## src/rtl/esdc_pkg.sv

```systemverilog
// ----------------------------------------------------------------------------
// esdc_pkg
// Shared types, constants and the month table for the epoch seconds / date
// converter.
// ----------------------------------------------------------------------------
`default_nettype none

package esdc_pkg;

  typedef struct packed {
    logic        func;
    logic [6:0]  in_year;
    logic [3:0]  in_month;
    logic [4:0]  in_day;
    logic [4:0]  in_hour;
    logic [5:0]  in_minute;
    logic [5:0]  in_second;
    logic [31:0] in_epoch_seconds;
  } req_t;

  typedef struct packed {
    logic [31:0] out_epoch_seconds;
    logic [6:0]  out_year;
    logic [3:0]  out_month;
    logic [4:0]  out_day;
    logic [4:0]  out_hour;
    logic [5:0]  out_minute;
    logic [5:0]  out_second;
    logic        range_error;
  } res_t;

  localparam logic FUNC_DATE_TO_SECS = 1'b0;
  localparam logic FUNC_SECS_TO_DATE = 1'b1;

  // pipeline depths (registered stages inside each unit)
  localparam int S2D_DEPTH = 7;
  localparam int D2S_DEPTH = 3;
  localparam int D2S_PAD   = S2D_DEPTH - D2S_DEPTH;
  localparam int TOP_LATENCY = S2D_DEPTH + 1;

  localparam logic [31:0] SECS_PER_DAY    = 32'd86400;
  localparam logic [16:0] SECS_PER_HOUR   = 17'd3600;
  localparam logic [11:0] SECS_PER_MIN    = 12'd60;
  localparam logic [15:0] DAYS_PER_QUAD   = 16'd1461;
  localparam logic [15:0] DAYS_UNTIL_2100 = 16'd36525;
  localparam logic [15:0] DAYS_PER_YEAR   = 16'd365;
  localparam logic [10:0] QUAD_Y1         = 11'd366;
  localparam logic [10:0] QUAD_Y2         = 11'd731;
  localparam logic [10:0] QUAD_Y3         = 11'd1096;

  // reciprocal multipliers: estimate is exact or one low
  localparam logic [25:0] DIV675_MUL   = 26'd50903316; // 2^35 / 675
  localparam int          DIV675_SHIFT = 35;
  localparam logic [10:0] HOUR_MUL     = 11'd1165;     // 2^22 / 3600
  localparam logic [15:0] QUAD_MUL     = 16'd45933;    // 2^26 / 1461
  localparam logic [10:0] MIN_MUL      = 11'd1092;     // 2^16 / 60

  // days in the year before the first of month mo (1..12)
  function automatic logic [8:0] cum_days(input logic [3:0] mo, input logic leap);
    logic [8:0] base;
    case (mo)
      4'd1:    base = 9'd0;
      4'd2:    base = 9'd31;
      4'd3:    base = 9'd59;
      4'd4:    base = 9'd90;
      4'd5:    base = 9'd120;
      4'd6:    base = 9'd151;
      4'd7:    base = 9'd181;
      4'd8:    base = 9'd212;
      4'd9:    base = 9'd243;
      4'd10:   base = 9'd273;
      4'd11:   base = 9'd304;
      4'd12:   base = 9'd334;
      default: base = 9'd0;
    endcase
    if (leap && (mo > 4'd2)) begin
      base = base + 9'd1;
    end
    return base;
  endfunction

endpackage

`default_nettype wire

```

## src/rtl/esdc_d2s.sv

```systemverilog
// ----------------------------------------------------------------------------
// esdc_d2s
// Date-time to seconds: day count, scale by seconds per day, add time of
// day, then a delay line to line up with the seconds-to-date unit.
// ----------------------------------------------------------------------------
`default_nettype none

module esdc_d2s import esdc_pkg::*; (
  input  wire logic        clk_i,
  input  wire logic        rst_ni,
  input  wire logic        vld_i,
  input  wire req_t        req_i,
  output logic             vld_o,
  output logic [31:0]      secs_o
);

  logic [3:0]  month_c;
  logic        leap;
  logic [15:0] y16;
  logic [15:0] yr_days;
  logic [15:0] leap_days;
  logic [16:0] days_d, days_q;
  logic [16:0] hms_d, hms_q, hms2_q;
  logic [31:0] prod_d, prod_q;
  logic [31:0] sum_d, sum_q;
  logic        v1_q, v2_q, v3_q;
  logic [31:0]        pad_q     [D2S_PAD];
  logic [D2S_PAD-1:0] pad_vld_q;

  // stage 1: day count and time of day
  always_comb begin
    if (req_i.in_month < 4'd1) begin
      month_c = 4'd1;
    end else if (req_i.in_month > 4'd12) begin
      month_c = 4'd12;
    end else begin
      month_c = req_i.in_month;
    end
    leap      = (req_i.in_year[1:0] == 2'b00);
    y16       = {9'd0, req_i.in_year};
    yr_days   = y16 * DAYS_PER_YEAR;
    leap_days = (y16 + 16'd3) >> 2;
    // day 0 gives minus one day; kept as two's complement
    days_d    = {1'b0, yr_days} + {1'b0, leap_days} + {8'd0, cum_days(month_c, leap)}
              + {12'd0, req_i.in_day} - 17'd1;
    hms_d     = ({12'd0, req_i.in_hour} * SECS_PER_HOUR)
              + ({11'd0, req_i.in_minute} * 17'd60)
              + {11'd0, req_i.in_second};
  end

  // stage 2: scale, stage 3: add (both modulo 2^32)
  assign prod_d = {{15{days_q[16]}}, days_q} * SECS_PER_DAY;
  assign sum_d  = prod_q + {15'd0, hms2_q};

  always_ff @(posedge clk_i) begin
    days_q <= days_d;
    hms_q  <= hms_d;
    prod_q <= prod_d;
    hms2_q <= hms_q;
    sum_q  <= sum_d;
    pad_q[0] <= sum_q;
    for (int i = 1; i < D2S_PAD; i++) begin
      pad_q[i] <= pad_q[i-1];
    end
  end

  always_ff @(posedge clk_i or negedge rst_ni) begin
    if (!rst_ni) begin
      v1_q      <= 1'b0;
      v2_q      <= 1'b0;
      v3_q      <= 1'b0;
      pad_vld_q <= '0;
    end else begin
      v1_q      <= vld_i;
      v2_q      <= v1_q;
      v3_q      <= v2_q;
      pad_vld_q <= {pad_vld_q[D2S_PAD-2:0], v3_q};
    end
  end

  assign vld_o  = pad_vld_q[D2S_PAD-1];
  assign secs_o = pad_q[D2S_PAD-1];

endmodule

`default_nettype wire

```

## src/rtl/esdc_s2d.sv

```systemverilog
// ----------------------------------------------------------------------------
// esdc_s2d
// Seconds to date-time: constant divisions by reciprocal multiply and one
// correction step, year within a four-year block, month by table compare.
// ----------------------------------------------------------------------------
`default_nettype none

module esdc_s2d import esdc_pkg::*; (
  input  wire logic  clk_i,
  input  wire logic  rst_ni,
  input  wire logic  vld_i,
  input  wire req_t  req_i,
  output logic       vld_o,
  output res_t       res_o
);

  // stage 1
  logic [50:0] p1;
  logic [15:0] q1_q;
  logic [31:0] secs1_q;
  // stage 2
  logic [31:0] p2_d, p2_q;
  logic [15:0] q2_q;
  logic [31:0] secs2_q;
  // stage 3
  logic [31:0] r3;
  logic [15:0] days3_d, days3_q;
  logic [16:0] rem3_d, rem3_q;
  // stage 4
  logic [27:0] hp;
  logic [31:0] qp;
  logic [4:0]  hest4_q;
  logic [5:0]  qest4_q;
  logic [16:0] rem4_q;
  logic [15:0] days4_q;
  logic        rng4_q;
  // stage 5
  logic [16:0] r5;
  logic [15:0] d5;
  logic [4:0]  hour5_d, hour5_q;
  logic [11:0] rem5_d, rem5_q;
  logic [5:0]  quad5_d, quad5_q;
  logic [10:0] dq5_d, dq5_q;
  logic        rng5_q;
  // stage 6
  logic [22:0] mp;
  logic [1:0]  yoff;
  logic [8:0]  doy6_d, doy6_q;
  logic [7:0]  yr8;
  logic [5:0]  mest6_q;
  logic [11:0] rem6_q;
  logic [4:0]  hour6_q;
  logic [6:0]  year6_q;
  logic        leap6_q;
  logic        rng6_q;
  // stage 7
  logic [11:0] r7;
  logic [3:0]  mon;
  logic [8:0]  dom;
  res_t        res_d, res_q;
  logic        v1_q, v2_q, v3_q, v4_q, v5_q, v6_q, v7_q;

  assign p1   = {26'd0, req_i.in_epoch_seconds[31:7]} * {25'd0, DIV675_MUL};
  assign p2_d = {16'd0, q1_q} * SECS_PER_DAY;

  always_comb begin
    r3 = secs2_q - p2_q;
    if (r3 >= SECS_PER_DAY) begin
      days3_d = q2_q + 16'd1;
      rem3_d  = 17'(r3 - SECS_PER_DAY);
    end else begin
      days3_d = q2_q;
      rem3_d  = r3[16:0];
    end
  end

  assign hp = {11'd0, rem3_q} * {17'd0, HOUR_MUL};
  assign qp = {16'd0, days3_q} * {16'd0, QUAD_MUL};

  always_comb begin
    r5 = rem4_q - ({12'd0, hest4_q} * SECS_PER_HOUR);
    if (r5 >= SECS_PER_HOUR) begin
      hour5_d = hest4_q + 5'd1;
      rem5_d  = 12'(r5 - SECS_PER_HOUR);
    end else begin
      hour5_d = hest4_q;
      rem5_d  = r5[11:0];
    end
    d5 = days4_q - ({10'd0, qest4_q} * DAYS_PER_QUAD);
    if (d5 >= DAYS_PER_QUAD) begin
      quad5_d = qest4_q + 6'd1;
      dq5_d   = 11'(d5 - DAYS_PER_QUAD);
    end else begin
      quad5_d = qest4_q;
      dq5_d   = d5[10:0];
    end
  end

  assign mp = {11'd0, rem5_q} * {12'd0, MIN_MUL};

  always_comb begin
    if (dq5_q >= QUAD_Y3) begin
      yoff   = 2'd3;
      doy6_d = 9'(dq5_q - QUAD_Y3);
    end else if (dq5_q >= QUAD_Y2) begin
      yoff   = 2'd2;
      doy6_d = 9'(dq5_q - QUAD_Y2);
    end else if (dq5_q >= QUAD_Y1) begin
      yoff   = 2'd1;
      doy6_d = 9'(dq5_q - QUAD_Y1);
    end else begin
      yoff   = 2'd0;
      doy6_d = dq5_q[8:0];
    end
    yr8 = {quad5_q, 2'b00} + {6'd0, yoff};
  end

  always_comb begin
    r7  = rem6_q - ({6'd0, mest6_q} * SECS_PER_MIN);
    mon = 4'd1;
    for (int k = 2; k <= 12; k++) begin
      if (doy6_q >= cum_days(4'(k), leap6_q)) begin
        mon = 4'(k);
      end
    end
    dom   = doy6_q - cum_days(mon, leap6_q) + 9'd1;
    res_d = '0;
    if (rng6_q) begin
      res_d.range_error = 1'b1;
    end else begin
      res_d.out_year  = year6_q;
      res_d.out_month = mon;
      res_d.out_day   = dom[4:0];
      res_d.out_hour  = hour6_q;
      if (r7 >= SECS_PER_MIN) begin
        res_d.out_minute = mest6_q + 6'd1;
        res_d.out_second = 6'(r7 - SECS_PER_MIN);
      end else begin
        res_d.out_minute = mest6_q;
        res_d.out_second = r7[5:0];
      end
    end
  end

  always_ff @(posedge clk_i) begin
    q1_q    <= p1[DIV675_SHIFT+15:DIV675_SHIFT];
    secs1_q <= req_i.in_epoch_seconds;
    p2_q    <= p2_d;
    q2_q    <= q1_q;
    secs2_q <= secs1_q;
    days3_q <= days3_d;
    rem3_q  <= rem3_d;
    hest4_q <= hp[26:22];
    qest4_q <= qp[31:26];
    rem4_q  <= rem3_q;
    days4_q <= days3_q;
    rng4_q  <= (days3_q >= DAYS_UNTIL_2100);
    hour5_q <= hour5_d;
    rem5_q  <= rem5_d;
    quad5_q <= quad5_d;
    dq5_q   <= dq5_d;
    rng5_q  <= rng4_q;
    mest6_q <= mp[21:16];
    rem6_q  <= rem5_q;
    hour6_q <= hour5_q;
    year6_q <= yr8[6:0];
    leap6_q <= (yoff == 2'd0);
    doy6_q  <= doy6_d;
    rng6_q  <= rng5_q;
    res_q   <= res_d;
  end

  always_ff @(posedge clk_i or negedge rst_ni) begin
    if (!rst_ni) begin
      v1_q <= 1'b0;
      v2_q <= 1'b0;
      v3_q <= 1'b0;
      v4_q <= 1'b0;
      v5_q <= 1'b0;
      v6_q <= 1'b0;
      v7_q <= 1'b0;
    end else begin
      v1_q <= vld_i;
      v2_q <= v1_q;
      v3_q <= v2_q;
      v4_q <= v3_q;
      v5_q <= v4_q;
      v6_q <= v5_q;
      v7_q <= v6_q;
    end
  end

  assign vld_o = v7_q;
  assign res_o = res_q;

`ifndef SYNTHESIS
  a_time_ok: assert property (@(posedge clk_i) disable iff (!rst_ni)
    v7_q && !res_q.range_error |->
      res_q.out_hour < 5'd24 && res_q.out_minute < 6'd60 && res_q.out_second < 6'd60)
    else $error("time of day out of range");

  a_date_ok: assert property (@(posedge clk_i) disable iff (!rst_ni)
    v7_q && !res_q.range_error |->
      res_q.out_month >= 4'd1 && res_q.out_month <= 4'd12 &&
      res_q.out_day >= 5'd1 && res_q.out_year <= 7'd99)
    else $error("date out of range");
`endif

endmodule

`default_nettype wire

```

## src/rtl/epoch_seconds_date_converter_top.sv

```systemverilog
// ----------------------------------------------------------------------------
// epoch_seconds_date_converter_top
// Converts between a calendar date-time from 2000 and seconds since
// 2000-01-01 00:00:00, in either direction.
// ----------------------------------------------------------------------------
// Usage:
//   A request is taken on req_i at each rising edge where start_i is high and
//   busy_o is low. busy_o is always low: a request may be issued every cycle.
//   req_i.func selects the direction (0 date to seconds, 1 seconds to date).
//   Each request gives one result on res_o, flagged by done_o for a single
//   cycle. Results leave in request order, one per cycle at most.
//   The latency is set by the seconds-to-date pipe: seven stages of constant
//   divisions (reciprocal multiply then correction) and month lookup, plus
//   the output register. The date-to-seconds pipe is three stages, padded.
//   The receiver cannot hold results off and nothing is buffered.
//   Reset clears all in-flight requests; no result is produced for them.
// ----------------------------------------------------------------------------
`default_nettype none

module epoch_seconds_date_converter_top import esdc_pkg::*; (
  input  wire logic clk_i,
  input  wire logic rst_ni,
  input  wire logic start_i,
  output logic      busy_o,
  input  wire req_t req_i,
  output logic      done_o,
  output res_t      res_o
);

  logic        d2s_vld_in, s2d_vld_in;
  logic        d2s_vld, s2d_vld;
  logic [31:0] d2s_secs;
  res_t        s2d_res;
  res_t        res_d, res_q;
  logic        done_d, done_q;

  assign busy_o     = 1'b0;
  assign d2s_vld_in = start_i && !busy_o && (req_i.func == FUNC_DATE_TO_SECS);
  assign s2d_vld_in = start_i && !busy_o && (req_i.func == FUNC_SECS_TO_DATE);

  esdc_d2s u_d2s (
    .clk_i  (clk_i),
    .rst_ni (rst_ni),
    .vld_i  (d2s_vld_in),
    .req_i  (req_i),
    .vld_o  (d2s_vld),
    .secs_o (d2s_secs)
  );

  esdc_s2d u_s2d (
    .clk_i  (clk_i),
    .rst_ni (rst_ni),
    .vld_i  (s2d_vld_in),
    .req_i  (req_i),
    .vld_o  (s2d_vld),
    .res_o  (s2d_res)
  );

  always_comb begin
    done_d = d2s_vld || s2d_vld;
    if (d2s_vld) begin
      res_d                   = '0;
      res_d.out_epoch_seconds = d2s_secs;
    end else begin
      res_d = s2d_res;
    end
  end

  always_ff @(posedge clk_i) begin
    res_q <= res_d;
  end

  always_ff @(posedge clk_i or negedge rst_ni) begin
    if (!rst_ni) begin
      done_q <= 1'b0;
    end else begin
      done_q <= done_d;
    end
  end

  assign done_o = done_q;
  assign res_o  = res_q;

`ifndef SYNTHESIS
  a_one_unit: assert property (@(posedge clk_i) disable iff (!rst_ni)
    $onehot0({d2s_vld, s2d_vld}))
    else $error("both conversion pipes finished in one cycle");

  a_done_has_req: assert property (@(posedge clk_i) disable iff (!rst_ni)
    done_o |-> $past(start_i, TOP_LATENCY))
    else $error("result without a matching request");

  a_range_zero: assert property (@(posedge clk_i) disable iff (!rst_ni)
    done_o && res_o.range_error |->
      res_o.out_epoch_seconds == 32'd0 && res_o.out_year == 7'd0 &&
      res_o.out_month == 4'd0 && res_o.out_day == 5'd0)
    else $error("range error with non-zero fields");
`endif

endmodule

`default_nettype wire

```

## config.mk

```make
export PLATFORM = sky130hd
export DESIGN_NAME = epoch_seconds_date_converter_top
export DESIGN_NICKNAME = d
export VERILOG_FILES = /design/src/rtl/esdc_pkg.sv /design/src/rtl/esdc_d2s.sv /design/src/rtl/esdc_s2d.sv /design/src/rtl/epoch_seconds_date_converter_top.sv
export SDC_FILE = /design/constraint.sdc
export NUM_CORES = 2
export LEC_CHECK = 0
export BUFFER_PORTS_ARGS = -buffer_cell sky130_fd_sc_hd__buf_2
export CORE_AREA = 2 2 328 330
export DETAILED_ROUTE_END_ITERATION = 8
export DIE_AREA = 0 0 330 332
export PLACE_DENSITY = 0.61
export SYNTH_ARGS = -nofsm -noshare
export SYNTH_HDL_FRONTEND = slang
export SYNTH_SLANG_ARGS = --single-unit
```

## constraint.sdc

```tcl
create_clock -name clk_i -period 7.6 [get_ports clk_i]
set_input_delay 0.76 -clock clk_i [delete_from_list [all_inputs] [get_ports clk_i]]
set_output_delay 0.76 -clock clk_i [all_outputs]
set_load 0.1 [all_outputs]
```

==> metrics.txt <==
vias per cell 4.80; Pre-antenna DRT Iters 7; initial antenna violation count 0; most common library cells after synthesis 1008 x ha_1, 963 x inv_1, 609 x dfxtp_1, 458 x fa_1, 192 x xnor2_1; # IOs 137; Post-synth EDFFs 0; Layout Cells excl Fill 6178; final hold viol count 0; max-slew violations 0; RSZ-0062 raised after global routing no; Die Span X 330 µm; top area cells in the synthesized netlist ha_1 27%, dfxtp_1 26%, fa_1 19%; Synth top area share a little over a quarter; number of max-cap violations 0; FF+latch count, synth 624; Setup TNS Final 0 ps; port bufs around 140; via count 29678; CTS H-tree lvls 3; CP endpoint kind register; initial core utilization 44.6%; CTS Buf Count 69; adder-cell share of the synthesized area 45.9%; CTS tree built; DRT iter0 DRCs roughly 1000; number of routed nets with antenna violations 0; Synth Area in Compound Gates 7.69%; kind of critical path in2reg; die area 110000 µm²; first-pass GRT wire length 150000 µm; Register-to-Register Path Depth 20; Nets 6256; xor/xnor share of the synthesized area 4.88%; Synth Area in Simple Gates 6.50%; Clock Sinks 624; Synth Net Count about 6100; Post-synth top flop dfxtp_1; final wirelength 86900 µm; number of cell rows 120; GPL Wtd Cong about 0.85; Synth cell types 79; Slew @ Worst Pin 853 ps; post-detail-place hpwl 71300 µm; Hold Path Depth 1; sequential share of the synthesized area 26.5%; Final Cycle Share 90.8%; Worst Hold Class in2reg; CP Launch Type input pin; Post-synth ARST share between 2 and 2.5%; largest family of logic cells by synthesized area adder cells; leading area contributor after synthesis ha_1; run status finished with violations; pin count of the biggest net entering global routing just under 70; drt drc 18; syn_area_per_cell around 10 µm²; Total GRT Usage 16.6%; crit path time final 6900 ps; failing checks design-rule violations; Area Overhead vs Synth 10.1%; vias in the first global route ~31000; Post-Syn Area 47400 µm²; Die Height 332 µm; Core Area roughly 110000 µm²; Post-DP Area 49800 µm²; Skew-Pair Late Insertion Delay 620 ps; grt ovf 0; Max clock buf depth 3; mux contribution to synthesized area 0.509%; CP Max Fanout 9; Post-Syn Instances 4535; CTS root buffer clkbuf_16; Routed wire per std cell 14.1 µm; Syn. warnings 0; dpl cells between 6000 and 7000; max frequency 145 MHz; Max-slew headroom 41.5%; CP arrival between 7000 and 8000 ps; top-count cell post-synth ha_1; Final setup viols 0; Reg clk slew, reported paths 60 ps; Clock Skew about 27 ps; critical path required time just over 8000 ps; Design Area, Final around 52000 µm²; layout cells sized above 1 6.60%
worst paths after layout:
kind	from	end	slack, ps
setup / recovery	req_i[56]	u_d2s.days_q[16]$_DFF_P_	700
hold / removal	req_i[6]	u_s2d.secs1_q[6]$_DFF_P_	230
setup reg to reg	u_s2d.days3_q[12]$_DFF_P_	u_s2d.qest4_q[5]$_DFF_P_	1330
hold reg to reg	u_s2d.hour5_q[4]$_DFF_P_	u_s2d.hour6_q[4]$_DFF_P_	310
max in group asynchronous	rst_ni	u_d2s.pad_vld_q[3]$_DFF_PN0_	6780
min in group asynchronous	rst_ni	u_s2d.v4_q$_DFF_PN0_	560
cell families (layout without fill, tap and decap cells):
group | Yosys count | count (layout)
AOI/OAI and AO/OA | 554 | 554
xor gates and xnor gates | 264 | 264
adders and majority gates | 1466 | 1466
buffers and inverters | 1004 | 1243
DFF | 624 | 624
muxes | 22 | 22
other | 1 | 2
and+or+nand+nor | 600 | 600
flip-flops by register name (all words and copies together) (netlist names), 12 cells and up:
register / count
res_o: 66
u_d2s.days_q: 17
u_d2s.hms2_q: 17
u_d2s.hms_q: 17
u_d2s.pad_q: 128
u_d2s.prod_q: 25
u_d2s.sum_q: 32
u_s2d.days3_q: 16
u_s2d.days4_q: 16
u_s2d.p2_q: 24
u_s2d.q1_q: 16
u_s2d.q2_q: 16
u_s2d.rem3_q: 17
u_s2d.rem4_q: 17
u_s2d.rem5_q: 12
u_s2d.rem6_q: 12
u_s2d.res_o: 34
u_s2d.secs1_q: 32
u_s2d.secs2_q: 32
timing repair:
action,in CTS,in global routing
hold buffers,1,0
buffers inserted,0,0
resized for setup,0,0
endpoints found under the hold margin,15,0
layout by cell type, fill, tap and decap left out, types with 33 or more instances in the layout:
master and count:
ha_1 1008, inv_1 963, dfxtp_1 609, fa_1 458
xnor2_1 192, a21oi_1 173, nor2_1 143, buf_2 135
nand2_1 109, o21ai_0 91, nor2b_1 82, xor2_1 72
clkbuf_16 70, a21o_1 67, and2_1 48, nand3_1 46
nor3_1 43, o21bai_1 33
metrics by stage:
step	util, %	hold WS (ps)	setup WS, ps
after floorplan	-	310	150
after global placement	46.9	310	186
after detailed placement	46.9	312	53.5
after CTS	49.1	187	716
after global routing	49.1	201	165
final	49.1	235	702
final cells by class:
| class | instances | area, µm² |
|---|---|---|
| diodes | 1 | 2.50 |
| inverters | 963 | 3610 |
| flip-flops and latches | 624 | 12600 |
| clock buffers | 86 | 1890 |
| multi-input cells | 2907 | 31100 |
| fillers | 9818 | 54100 |
| clock inverters | 38 | 460 |
| repair buffers | 156 | 836 |
| well taps | 1403 | 1760 |
worst max-delay path, cell delays in order:
cell and delay, ps:
buf_2 170, nand2_1 60, and2_1 200, inv_1 140
ha_1 240, mux2i_1 110, a21oi_1 210, ha_1 170
nand2_1 90, nor4_1 420, xnor2_1 150, fa_1 490
inv_1 50, fa_1 510, inv_1 50, fa_1 470
fa_1 530, fa_1 490, ha_1 330, a21boi_0 150
o21ai_0 220, a21boi_0 140, o21ai_0 210, a21boi_0 140
o21ai_0 240, a21oi_1 150, o21a_1 220, o311ai_0 300
per-layer routing:
| metal | GRT usage (%) | wire length [µm] | vias up |
|---|---|---|---|
| met5 | 0 | 0 | - |
| met4 | 4.14 | 1680 | 0 |
| met3 | 2.27 | 2660 | 112 |
| met2 | 28.7 | 41800 | 330 |
| met1 | 21.8 | 40800 | 14150 |
| li1 | - | - | 15086 |
Power is left out: the tool's default activity adds up to more than one toggle a clock period on the data nets, which glitch-free logic cannot reach.
